==> src/hdl/adwm_pkg.sv <==
// Shared types and constants of the audio distortion block.
`default_nettype none

package adwm_pkg;

  // Shaping modes held in the mode register.
  typedef enum logic [1:0] {
    ModeSoft   = 2'd0,
    ModeHard   = 2'd1,
    ModeCrush  = 2'd2,
    ModeBypass = 2'd3
  } shape_mode_e;

  // Configuration register indexes.
  typedef enum logic [1:0] {
    RegShapeMode = 2'd0,
    RegDriveGain = 2'd1,
    RegWetMix    = 2'd2
  } cfg_index_e;

  // Mix value for a fully wet output, Q1.15.
  localparam logic [15:0] MixOne = 16'h8000;

  // Hard clip threshold, 0.55 in Q1.15.
  localparam logic [19:0] HardThresh = 20'd18022;

  // ceil(2^33 / 3): exact division by three of any 32-bit value.
  localparam logic [31:0] DivThreeRecip = 32'hAAAA_AAAB;

  // Register stages from input to output register.
  localparam int unsigned PipeDepth = 10;

  // Settings as seen by the datapath.
  typedef struct packed {
    shape_mode_e mode;
    logic [15:0] drive;  // unsigned Q4.12
    logic [15:0] mix;    // wet weight, limited to 1.0
    logic [15:0] dry;    // dry weight, 1.0 - mix
  } cfg_t;

endpackage

`default_nettype wire

==> src/hdl/adwm_cfg.sv <==
// Configuration registers with mix limiting and dry weight.
`default_nettype none

module adwm_cfg (
  input  wire logic          clk_i,
  input  wire logic          rst_ni,
  input  wire logic          wr_en_i,
  input  wire logic [1:0]    wr_index_i,
  input  wire logic [15:0]   wr_data_i,
  output adwm_pkg::cfg_t     cfg_o
);
  import adwm_pkg::*;

  shape_mode_e mode_q;
  logic [15:0] drive_q;
  logic [15:0] mix_q;
  logic [15:0] mix_lim;

  // Register writes; an unknown index is dropped.
  always_ff @(posedge clk_i or negedge rst_ni) begin
    if (!rst_ni) begin
      mode_q  <= ModeBypass;
      drive_q <= 16'd4096;
      mix_q   <= MixOne;
    end else if (wr_en_i) begin
      unique case (wr_index_i)
        RegShapeMode: mode_q  <= shape_mode_e'(wr_data_i[1:0]);
        RegDriveGain: drive_q <= wr_data_i;
        RegWetMix:    mix_q   <= wr_data_i;
        default: ;
      endcase
    end
  end

  // A mix above one counts as fully wet.
  assign mix_lim = (mix_q > MixOne) ? MixOne : mix_q;

  assign cfg_o.mode  = mode_q;
  assign cfg_o.drive = drive_q;
  assign cfg_o.mix   = mix_lim;
  assign cfg_o.dry   = MixOne - mix_lim;

endmodule

`default_nettype wire

==> config.mk <==
export PLATFORM = sky130hd
export DESIGN_NAME = adwm_cfg
export DESIGN_NICKNAME = d
export VERILOG_FILES = /design/src/hdl/adwm_pkg.sv /design/src/hdl/adwm_cfg.sv
export SDC_FILE = /design/constraint.sdc
export NUM_CORES = 1
export LEC_CHECK = 0
export BUFFER_PORTS_ARGS = -buffer_cell sky130_fd_sc_hd__buf_2
export CORE_MARGIN = 1.5
export CORE_UTILIZATION = 29
export CTS_CLUSTER_SIZE = 10
export DETAILED_ROUTE_END_ITERATION = 10
export MAX_ROUTING_LAYER = met4
export SLEW_MARGIN = 25
export SYNTH_ARGS = -nofsm -noshare
export SYNTH_HDL_FRONTEND = slang
export SYNTH_SLANG_ARGS = --single-unit
==> constraint.sdc <==
create_clock -name clk_i -period 2.3 [get_ports clk_i]
set_input_delay 0.23 -clock clk_i [delete_from_list [all_inputs] [get_ports clk_i]]
set_output_delay 0.23 -clock clk_i [all_outputs]
set_load 0.02 [all_outputs]
==> flow_metrics.py, run 1 <==
metrics = {
    "clock_tree": {
        "ctsRootBufferMaster": "clkbuf_8",
        "clkTransAtPathRegs_ns": 0.07,
        "cts_hold_buf": 0,
        "clk_latency_ns": 0.28,
        "htreeDepth": 2,
        "cts_tree": "done",
        "clock_path_buffers": 2,
        "cts_made_buffers": 5,
        "clock_sinks": 34,
    },
    "yosys": {
        "async_flop_share_pct": 100,
        "synthesis.nets": 179,
        "synth_area_um2": 1820,
        "ys_top_cells_by_area": "dfrtp_1 (41%), mux2_2 (22%), dfstp_2 (5.8%), nor2b_1 (4.8%), nor2_1 (2.1%)",
        "synth_top_area_share_pct": 41.3,
        "ys_seq_area_share_pct": 47.0,
        "ys_ff_latch": 34,
        "yosys_most_used_dff": "dfrtp_1",
        "yosys_warnings": 0,
        "syn-mean-instance-area_um2": 11.6,
        "netlist_instances": 157,
        "synth_area_leader_cell": "dfrtp_1",
        "synth-edff-count": 0,
        "yosysUniqueCellTypes": 37,
    },
    "route": {
        "wl_um": 4540,
        "ant_nets": 0,
        "vias": 1514,
        "viasPerCell": 4.82,
        "drt_iter0_drc": 55,
        "drcViolationCount": 0,
        "wl_per_cell_um": 14.5,
        "dr.pass1.iters": 4,
    },
    "placement": {
        "preCtsSetupSlack_ns": 0.193,
        "port_buffers": 70,
        "placed_cell_area_um2": 2300,
        "place_hpwl_um": 3410,
        "gp_congestion": 0.803,
    },
    "grt": {
        "track_usage_pct": 14.3,
        "grt_first_pass_wirelength_um": 6920,
        "gr-total-overflow": 0,
        "gr-usage-met1_pct": 19.1,
        "use_met3_pct": 2.75,
        "grt-busiest-layer": "met2",
        "grt_max_degree": 35,
        "grtUsageMet2_pct": 21.4,
        "antenna_found_initial": 0,
        "grt_pass1_vias": 1418,
    },
    "critical_path": {
        "r2r_start": "mix_q[15]$_DFFE_PN1P_",
        "r2r_slack_ns": 1.25,
        "slowest_delay_ns": 0.56,
        "path_delay_family": "simple AND/OR/NAND/NOR gates",
        "r2r_cells": 2,
        "path_max_fanout": 5,
        "path_buf_inv": 1,
        "arrival_ns": 2.16,
        "crit_chain": "or4_4, o41ai_4, nor2_1, nor3b_2, buf_4",
        "criticalPathCategory": "flip-flop to output port",
        "critPathCaptureType": "output port",
        "slowest_stage": "or4_4",
        "worstPathRequired_ns": 2.07,
        "startpoint_type": "flip-flop",
        "rr_endpoint": "mix_q[15]$_DFFE_PN1P_",
    },
    "die": {
        "coreArea_um2": 5990,
        "start_util_pct": 30.4,
        "die-width_um": 82.2,
        "die-area_um2": 6760,
        "ios": 71,
        "rows": 28,
        "die_h_um": 82.2,
    },
    "run_status": {
        "run_status": "finished, violations left",
        "violations": "setup timing",
    },
    "sta": {
        "setup_ws_ns": -0.0859,
        "slew_headroom_pct": 49.1,
        "worst_pin_slew_ns": 0.764,
        "final_hold_viol_count": 0,
        "fin_crit_sh_pct": 104,
        "setup_viol_count_final": 5,
        "rsz0062_at_grt": "yes",
        "skew_ns": 0,
        "timing.final.crit_period_ns": 2.39,
        "maxSlewViolCount": 0,
        "timing.fmax_mhz": 419,
    },
    "power": {
        "p_clk_share_pct": 19.9,
        "p_sw_share_pct": 38.8,
        "leakage_uw": 0.00114,
        "ir_drop_mv": 0.434,
        "seqPwrFrac_pct": 35.4,
        "comb_power_share_pct": 44.8,
        "p_int_uw": 1380,
        "p_switching_uw": 874,
        "pwr_density_cell_nw_per_um2": 929,
    },
    "job": {
        "maxCapViolations": 0,
    },
    "cells_and_area": {
        "fillCellCount": 621,
        "fin_nets": 260,
        "syn_to_final_growth_pct": 33.2,
        "final_layout_size_suffix_gt1_share_pct": 57.7,
        "stdcell_area_um2": 2420,
        "num_antenna_cells": 0,
        "mostFrequentLayoutCell": "buf_2",
        "final_cell_mix": "buf_2 (67), mux2_2 (36), dfrtp_1 (30)",
    },
    "min_path": {
        "min_path_type": "input pin to asynchronous set/reset pin",
    },
}
metrics by stage:
| step | power (uW) | TNS [ns] | util [%] | hold slack, ns | cells |
|---|---|---|---|---|---|
| global route | 2400 | -0.967 | 40.5 | 0.0703 | 314 |
| floorplan | 1450 | 0 | - | -0.0656 | 157 |
| global placement | 1780 | 0 | 38.4 | 0.343 | 304 |
| finish | 2250 | -0.297 | 40.5 | 0.0178 | 314 |
| CTS | 2280 | -0.263 | 40.5 | 0.0436 | 314 |
| detailed placement | 1790 | 0 | 38.4 | 0.347 | 304 |
Yosys cell counts, types with 2 or more instances:
cell / n
mux2_2: 36
dfrtp_1: 30
nor2b_1: 14
nor2_1: 10
clkbuf_1: 7
nand2_1: 5
dfstp_2: 4
o21ai_0: 4
a21oi_1: 3
a31oi_1: 3
inv_1: 3
nor3_1: 3
nor4_1: 3
or4_4: 3
nand3b_1: 2
nand4b_1: 2
or3_1: 2
or4_1: 2
xnor2_1: 2
xor2_1: 2
logic make-up (layout without fill, tap and decap cells):
group | Yosys count | in the layout | share of synthesized area, %
buf+inv | 12 | 94 | 3.10
fa+ha+maj | 1 | 1 | 0.688
simple gates | 52 | 52 | 17.5
xor+xnor | 4 | 4 | 1.93
compound gates | 18 | 18 | 7.43
flops | 34 | 34 | 47.0
mux | 36 | 36 | 22.3
worst max path at each step:
| stage | startpoint | end | slack, ns | cells after the start |
|---|---|---|---|---|
| 2_1_floorplan | mix_q[4]$_DFFE_PN0P_ | cfg_o[15] | 0.15 | 4 |
| 3_3_place_gp | mix_q[15]$_DFFE_PN1P_ | cfg_o[12] | 0.23 | 7 |
| 3_5_place_dp | mix_q[0]$_DFFE_PN0P_ | cfg_o[12] | 0.19 | 5 |
| 4_1_cts | mix_q[12]$_DFFE_PN0P_ | cfg_o[12] | -0.09 | 5 |
| 5_1_grt | mix_q[12]$_DFFE_PN0P_ | cfg_o[12] | -0.19 | 5 |
| 6_report | mix_q[10]$_DFFE_PN0P_ | cfg_o[12] | -0.09 | 5 |
state kept, by name, indices dropped and copies added (netlist names):
name / count
drive_q: 16
mode_q: 2
mix_q: 16
layout make-up:
class                   count  area (um^2)  area share, %
clock inverters             1         5.00          0.207
flip-flops and latches     34          856           35.3
inverters                   3         11.3          0.465
clock buffers               7         86.3           3.56
well taps                  75         93.8           3.87
multi-input cells         111          916           37.8
repair buffers             83          455           18.8
power by group through the flow:
stage | Combinational [uW] | Clock, uW | Sequential, uW
CTS | 1020 | 467 | 797
finish | 1010 | 447 | 796
global placement | 978 | 0 | 805
detailed placement | 984 | 0 | 808
floorplan | 571 | 0 | 883
global route | 1090 | 490 | 816
repair_timing:
item                                   in CTS  in global routing
resized for setup                           5                  0
endpoints found under the hold margin       0                  0
setup endpoints to repair                   4                  7
setup buffers                               2                  0
pin swaps                                   5                  1
metal layers:
metal	vias to the layer above	share of wire (%)
li1	724	-
met2	47	46
met1	738	48
met4	0	1.3
met5	-	0
met3	5	4.5
Power figures use the tool's default switching activity.
==> inputs of run 2 (changes only) <==
--- a/config.mk
+++ b/config.mk
@@ -5,6 +5,7 @@
 export SDC_FILE = /design/constraint.sdc
 export NUM_CORES = 1
 export LEC_CHECK = 0
+export ABC_AREA = 1
 export BUFFER_PORTS_ARGS = -buffer_cell sky130_fd_sc_hd__buf_2
 export CORE_MARGIN = 1.5
 export CORE_UTILIZATION = 29
==> run 2 against run 1 <==
The flow now finishes without violations. Non-clock buffer count increased by 12. Die area up 4.0%. Sequential power fell by 5.7%. Power is 5.3% higher. Sequential share of layout area is 3.6 points lower. Critical path type unchanged. Highest routed layer unchanged.
==> flow_metrics.py, run 2 <==
metrics = {
    "placement": {
        "dpl.cell_count": 399,
        "gp_congestion": 0.820,
        "port_buffers": 70,
        "place_hpwl_um": 3510,
    },
    "yosys": {
        "synth_area_leader_cell": "dfrtp_1",
        "synthTopCellsByCount": "nand2_1 (69), inv_1 (34), o21ai_0 (34)",
        "yosysMostFrequentCell": "nand2_1",
        "async_flop_share_pct": 100,
        "synth_top_area_share_pct": 39.6,
        "ys_seq_area_share_pct": 45.1,
        "yosys_most_used_dff": "dfrtp_1",
        "ys_ff_latch": 34,
        "synth_area_um2": 1900,
        "yosys_warnings": 0,
        "syn-mean-instance-area_um2": 7.64,
        "ys_top_cells_by_area": "dfrtp_1 (40%), nand2_1 (14%), o21ai_0 (9.0%), inv_1 (6.7%), dfstp_2 (5.5%)",
        "synthesis.nets": 270,
        "yosysUniqueCellTypes": 31,
        "netlist_instances": 248,
        "synth-edff-count": 0,
    },
    "die": {
        "die-width_um": 83.9,
        "coreArea_um2": 6350,
        "die-area_um2": 7030,
        "start_util_pct": 29.9,
        "ios": 71,
        "rows": 29,
        "die_h_um": 83.9,
    },
    "grt": {
        "grt_first_pass_wirelength_um": 7890,
        "track_usage_pct": 14.2,
        "gr-total-overflow": 0,
        "antenna_found_initial": 0,
        "grt_max_degree": 35,
        "grt_pass1_vias": 1671,
    },
    "cells_and_area": {
        "mostFrequentLayoutCell": "nand2_1",
        "num_antenna_cells": 0,
        "syn_to_final_growth_pct": 42.3,
        "final_layout_size_suffix_gt1_share_pct": 40.1,
        "final_cell_mix": "nand2_1 (66), buf_2 (59), o21ai_0 (34)",
        "fin_cells": 416,
        "multiInputGateArea_um2": 897,
        "seqCellArea_um2": 856,
        "fillCellCount": 663,
        "reg.largest.list": "drive_q (16), mix_q (16), mode_q (2)",
        "fin_nets": 360,
    },
    "clock_tree": {
        "clock_path_buffers": 2,
        "ctsRootBufferMaster": "clkbuf_8",
        "clkTransAtPathRegs_ns": 0.07,
        "cts_tree": "done",
        "clock_sinks": 34,
        "htreeDepth": 2,
        "clk_latency_ns": 0.28,
        "cts_made_buffers": 5,
    },
    "critical_path": {
        "criticalPathCategory": "flip-flop to output port",
        "r2r_cells": 5,
        "path_common_cell": "nand2_4",
        "critPathCaptureType": "output port",
        "cp.depth": 12,
        "worstPathRequired_ns": 2.07,
        "slowest_stage": "dfstp_2",
        "crit_chain": "buf_4, buf_4, nand2_4, nand2_4, ha_4, inv_4, nor2_4, nand2_4, nor2_4, nand3_1, nand2_1, buf_6",
        "path_buf_inv": 4,
        "arrival_ns": 2.07,
        "slowest_delay_ns": 0.54,
        "path_delay_family": "simple AND/OR/NAND/NOR gates",
        "startpoint_type": "flip-flop",
        "path_max_fanout": 5,
    },
    "sta": {
        "skew_ns": 0,
        "rsz0062_at_grt": "yes",
        "final_hold_viol_count": 0,
        "setup_viol_count_final": 0,
        "slew_headroom_pct": 50.3,
        "timing.fmax_mhz": 435,
        "maxSlewViolCount": 0,
        "worst_pin_slew_ns": 0.746,
        "timing.final.crit_period_ns": 2.30,
        "fin_crit_sh_pct": 99.9,
    },
    "power": {
        "p_clk_share_pct": 18.9,
        "pwr_density_cell_nw_per_um2": 879,
        "comb_power_share_pct": 49.4,
        "p_sw_share_pct": 40.5,
        "seqPwrFrac_pct": 31.7,
        "fin_total_pwr_uw": 2370,
        "p_int_uw": 1410,
        "p_switching_uw": 960,
        "leakage_uw": 0.00150,
        "ir_drop_mv": 0.428,
    },
    "route": {
        "drcViolationCount": 0,
        "drt_iter0_drc": 96,
        "wl_per_cell_um": 11.3,
        "dr.pass1.iters": 4,
        "vias": 1849,
        "wl_um": 4710,
        "viasPerCell": 4.44,
        "ant_nets": 0,
    },
    "run_status": {
        "run_status": "complete, no violations",
    },
    "min_path": {
        "min_path_type": "input pin to asynchronous set/reset pin",
    },
    "job": {
        "maxCapViolations": 0,
    },
}
## run 2: changes by cell type in the layout (fill, tap and decap cells not counted), sizes merged, moves of 7 or more
cell	previous run	this run
mux2	36	0
nand3	1	8
buf	83	94
nor2	10	20
nor2b	14	0
nand2	5	75
o21ai	5	40
inv	3	37
## run 2: cell families after synthesis
kind of cell / Yosys count / share of synthesized area, %
AOI/OAI and AO/OA: 48 / 15.2
adders and majority gates: 1 / 0.660
buffers and inverters: 51 / 11.9
and+or+nand+nor: 107 / 23.8
xor gates and xnor gates: 7 / 3.23
DFF: 34 / 45.1
## run 2: worst reg2reg max path, delay by kind of cell, from the launching register on
| family | cells | cell delay (ns) |
|---|---|---|
| flops | 1 | 0.54 |
| compound gates | 1 | 0.07 |
| simple gates | 1 | 0.04 |
| buf+inv | 3 | 0.33 |
## run 2: timing repair
item	CTS	global route
hold buffers	0	0
setup buffers	7	1
pin swaps	10	9
resized for setup	19	19
gates cloned	0	1
hold endpoints to repair	0	0
setup endpoints to repair	12	12
## run 2: through the flow
step                utilization, %  TNS [ns]  hold WS (ns)  cell area (um^2)  worst slack [ns]
floorplan                        -         0       -0.0656              1900            0.0126
global placement              37.5         0         0.348              2380             0.147
detailed placement            37.5         0         0.351              2380            0.0504
CTS                           40.8   -0.0586        0.0392              2590           -0.0367
global route                  42.5    -0.752        0.0732              2700            -0.104
finish                        42.5         0       0.00896              2700           0.00190
## run 2: worst paths after layout
check                                        from                       to  slack [ns]
max reg2reg                 mix_q[15]$_DFFE_PN1P_    mix_q[15]$_DFFE_PN1P_        1.24
max in group asynchronous                  rst_ni  drive_q[11]$_DFFE_PN0P_        1.81
min in group clk_i                  wr_data_i[12]  drive_q[12]$_DFFE_PN1P_        0.20
min reg2reg                drive_q[7]$_DFFE_PN0P_   drive_q[7]$_DFFE_PN0P_        0.49
max                         mix_q[15]$_DFFE_PN1P_                cfg_o[12]       0.002
min                                        rst_ni   drive_q[2]$_DFFE_PN0P_       0.009
## run 2: final cells by class
type,count,area share (%)
repair buffers,95,22.5
clock buffers,7,3.20
flip-flops and latches,34,31.7
multi-input cells,163,33.3
inverters,39,5.57
clock inverters,1,0.186
well taps,77,3.57
## run 2: routing by layer
metal | vias up | wire length (um) | global-route usage [%]
li1 | 954 | - | -
met1 | 831 | 2330 | 19.8
met2 | 59 | 2100 | 21.1
met3 | 5 | 233 | 2.97
met4 | 0 | 46 | 4.17
met5 | - | 0 | -
## run 2: power by group through the flow
stage	clock, uW	sequential, uW	combinational, uW
2_1_floorplan	0	847	595
3_3_place_gp	0	766	987
3_5_place_dp	0	767	997
4_1_cts	468	752	1090
5_1_grt	494	764	1280
6_report	448	751	1170
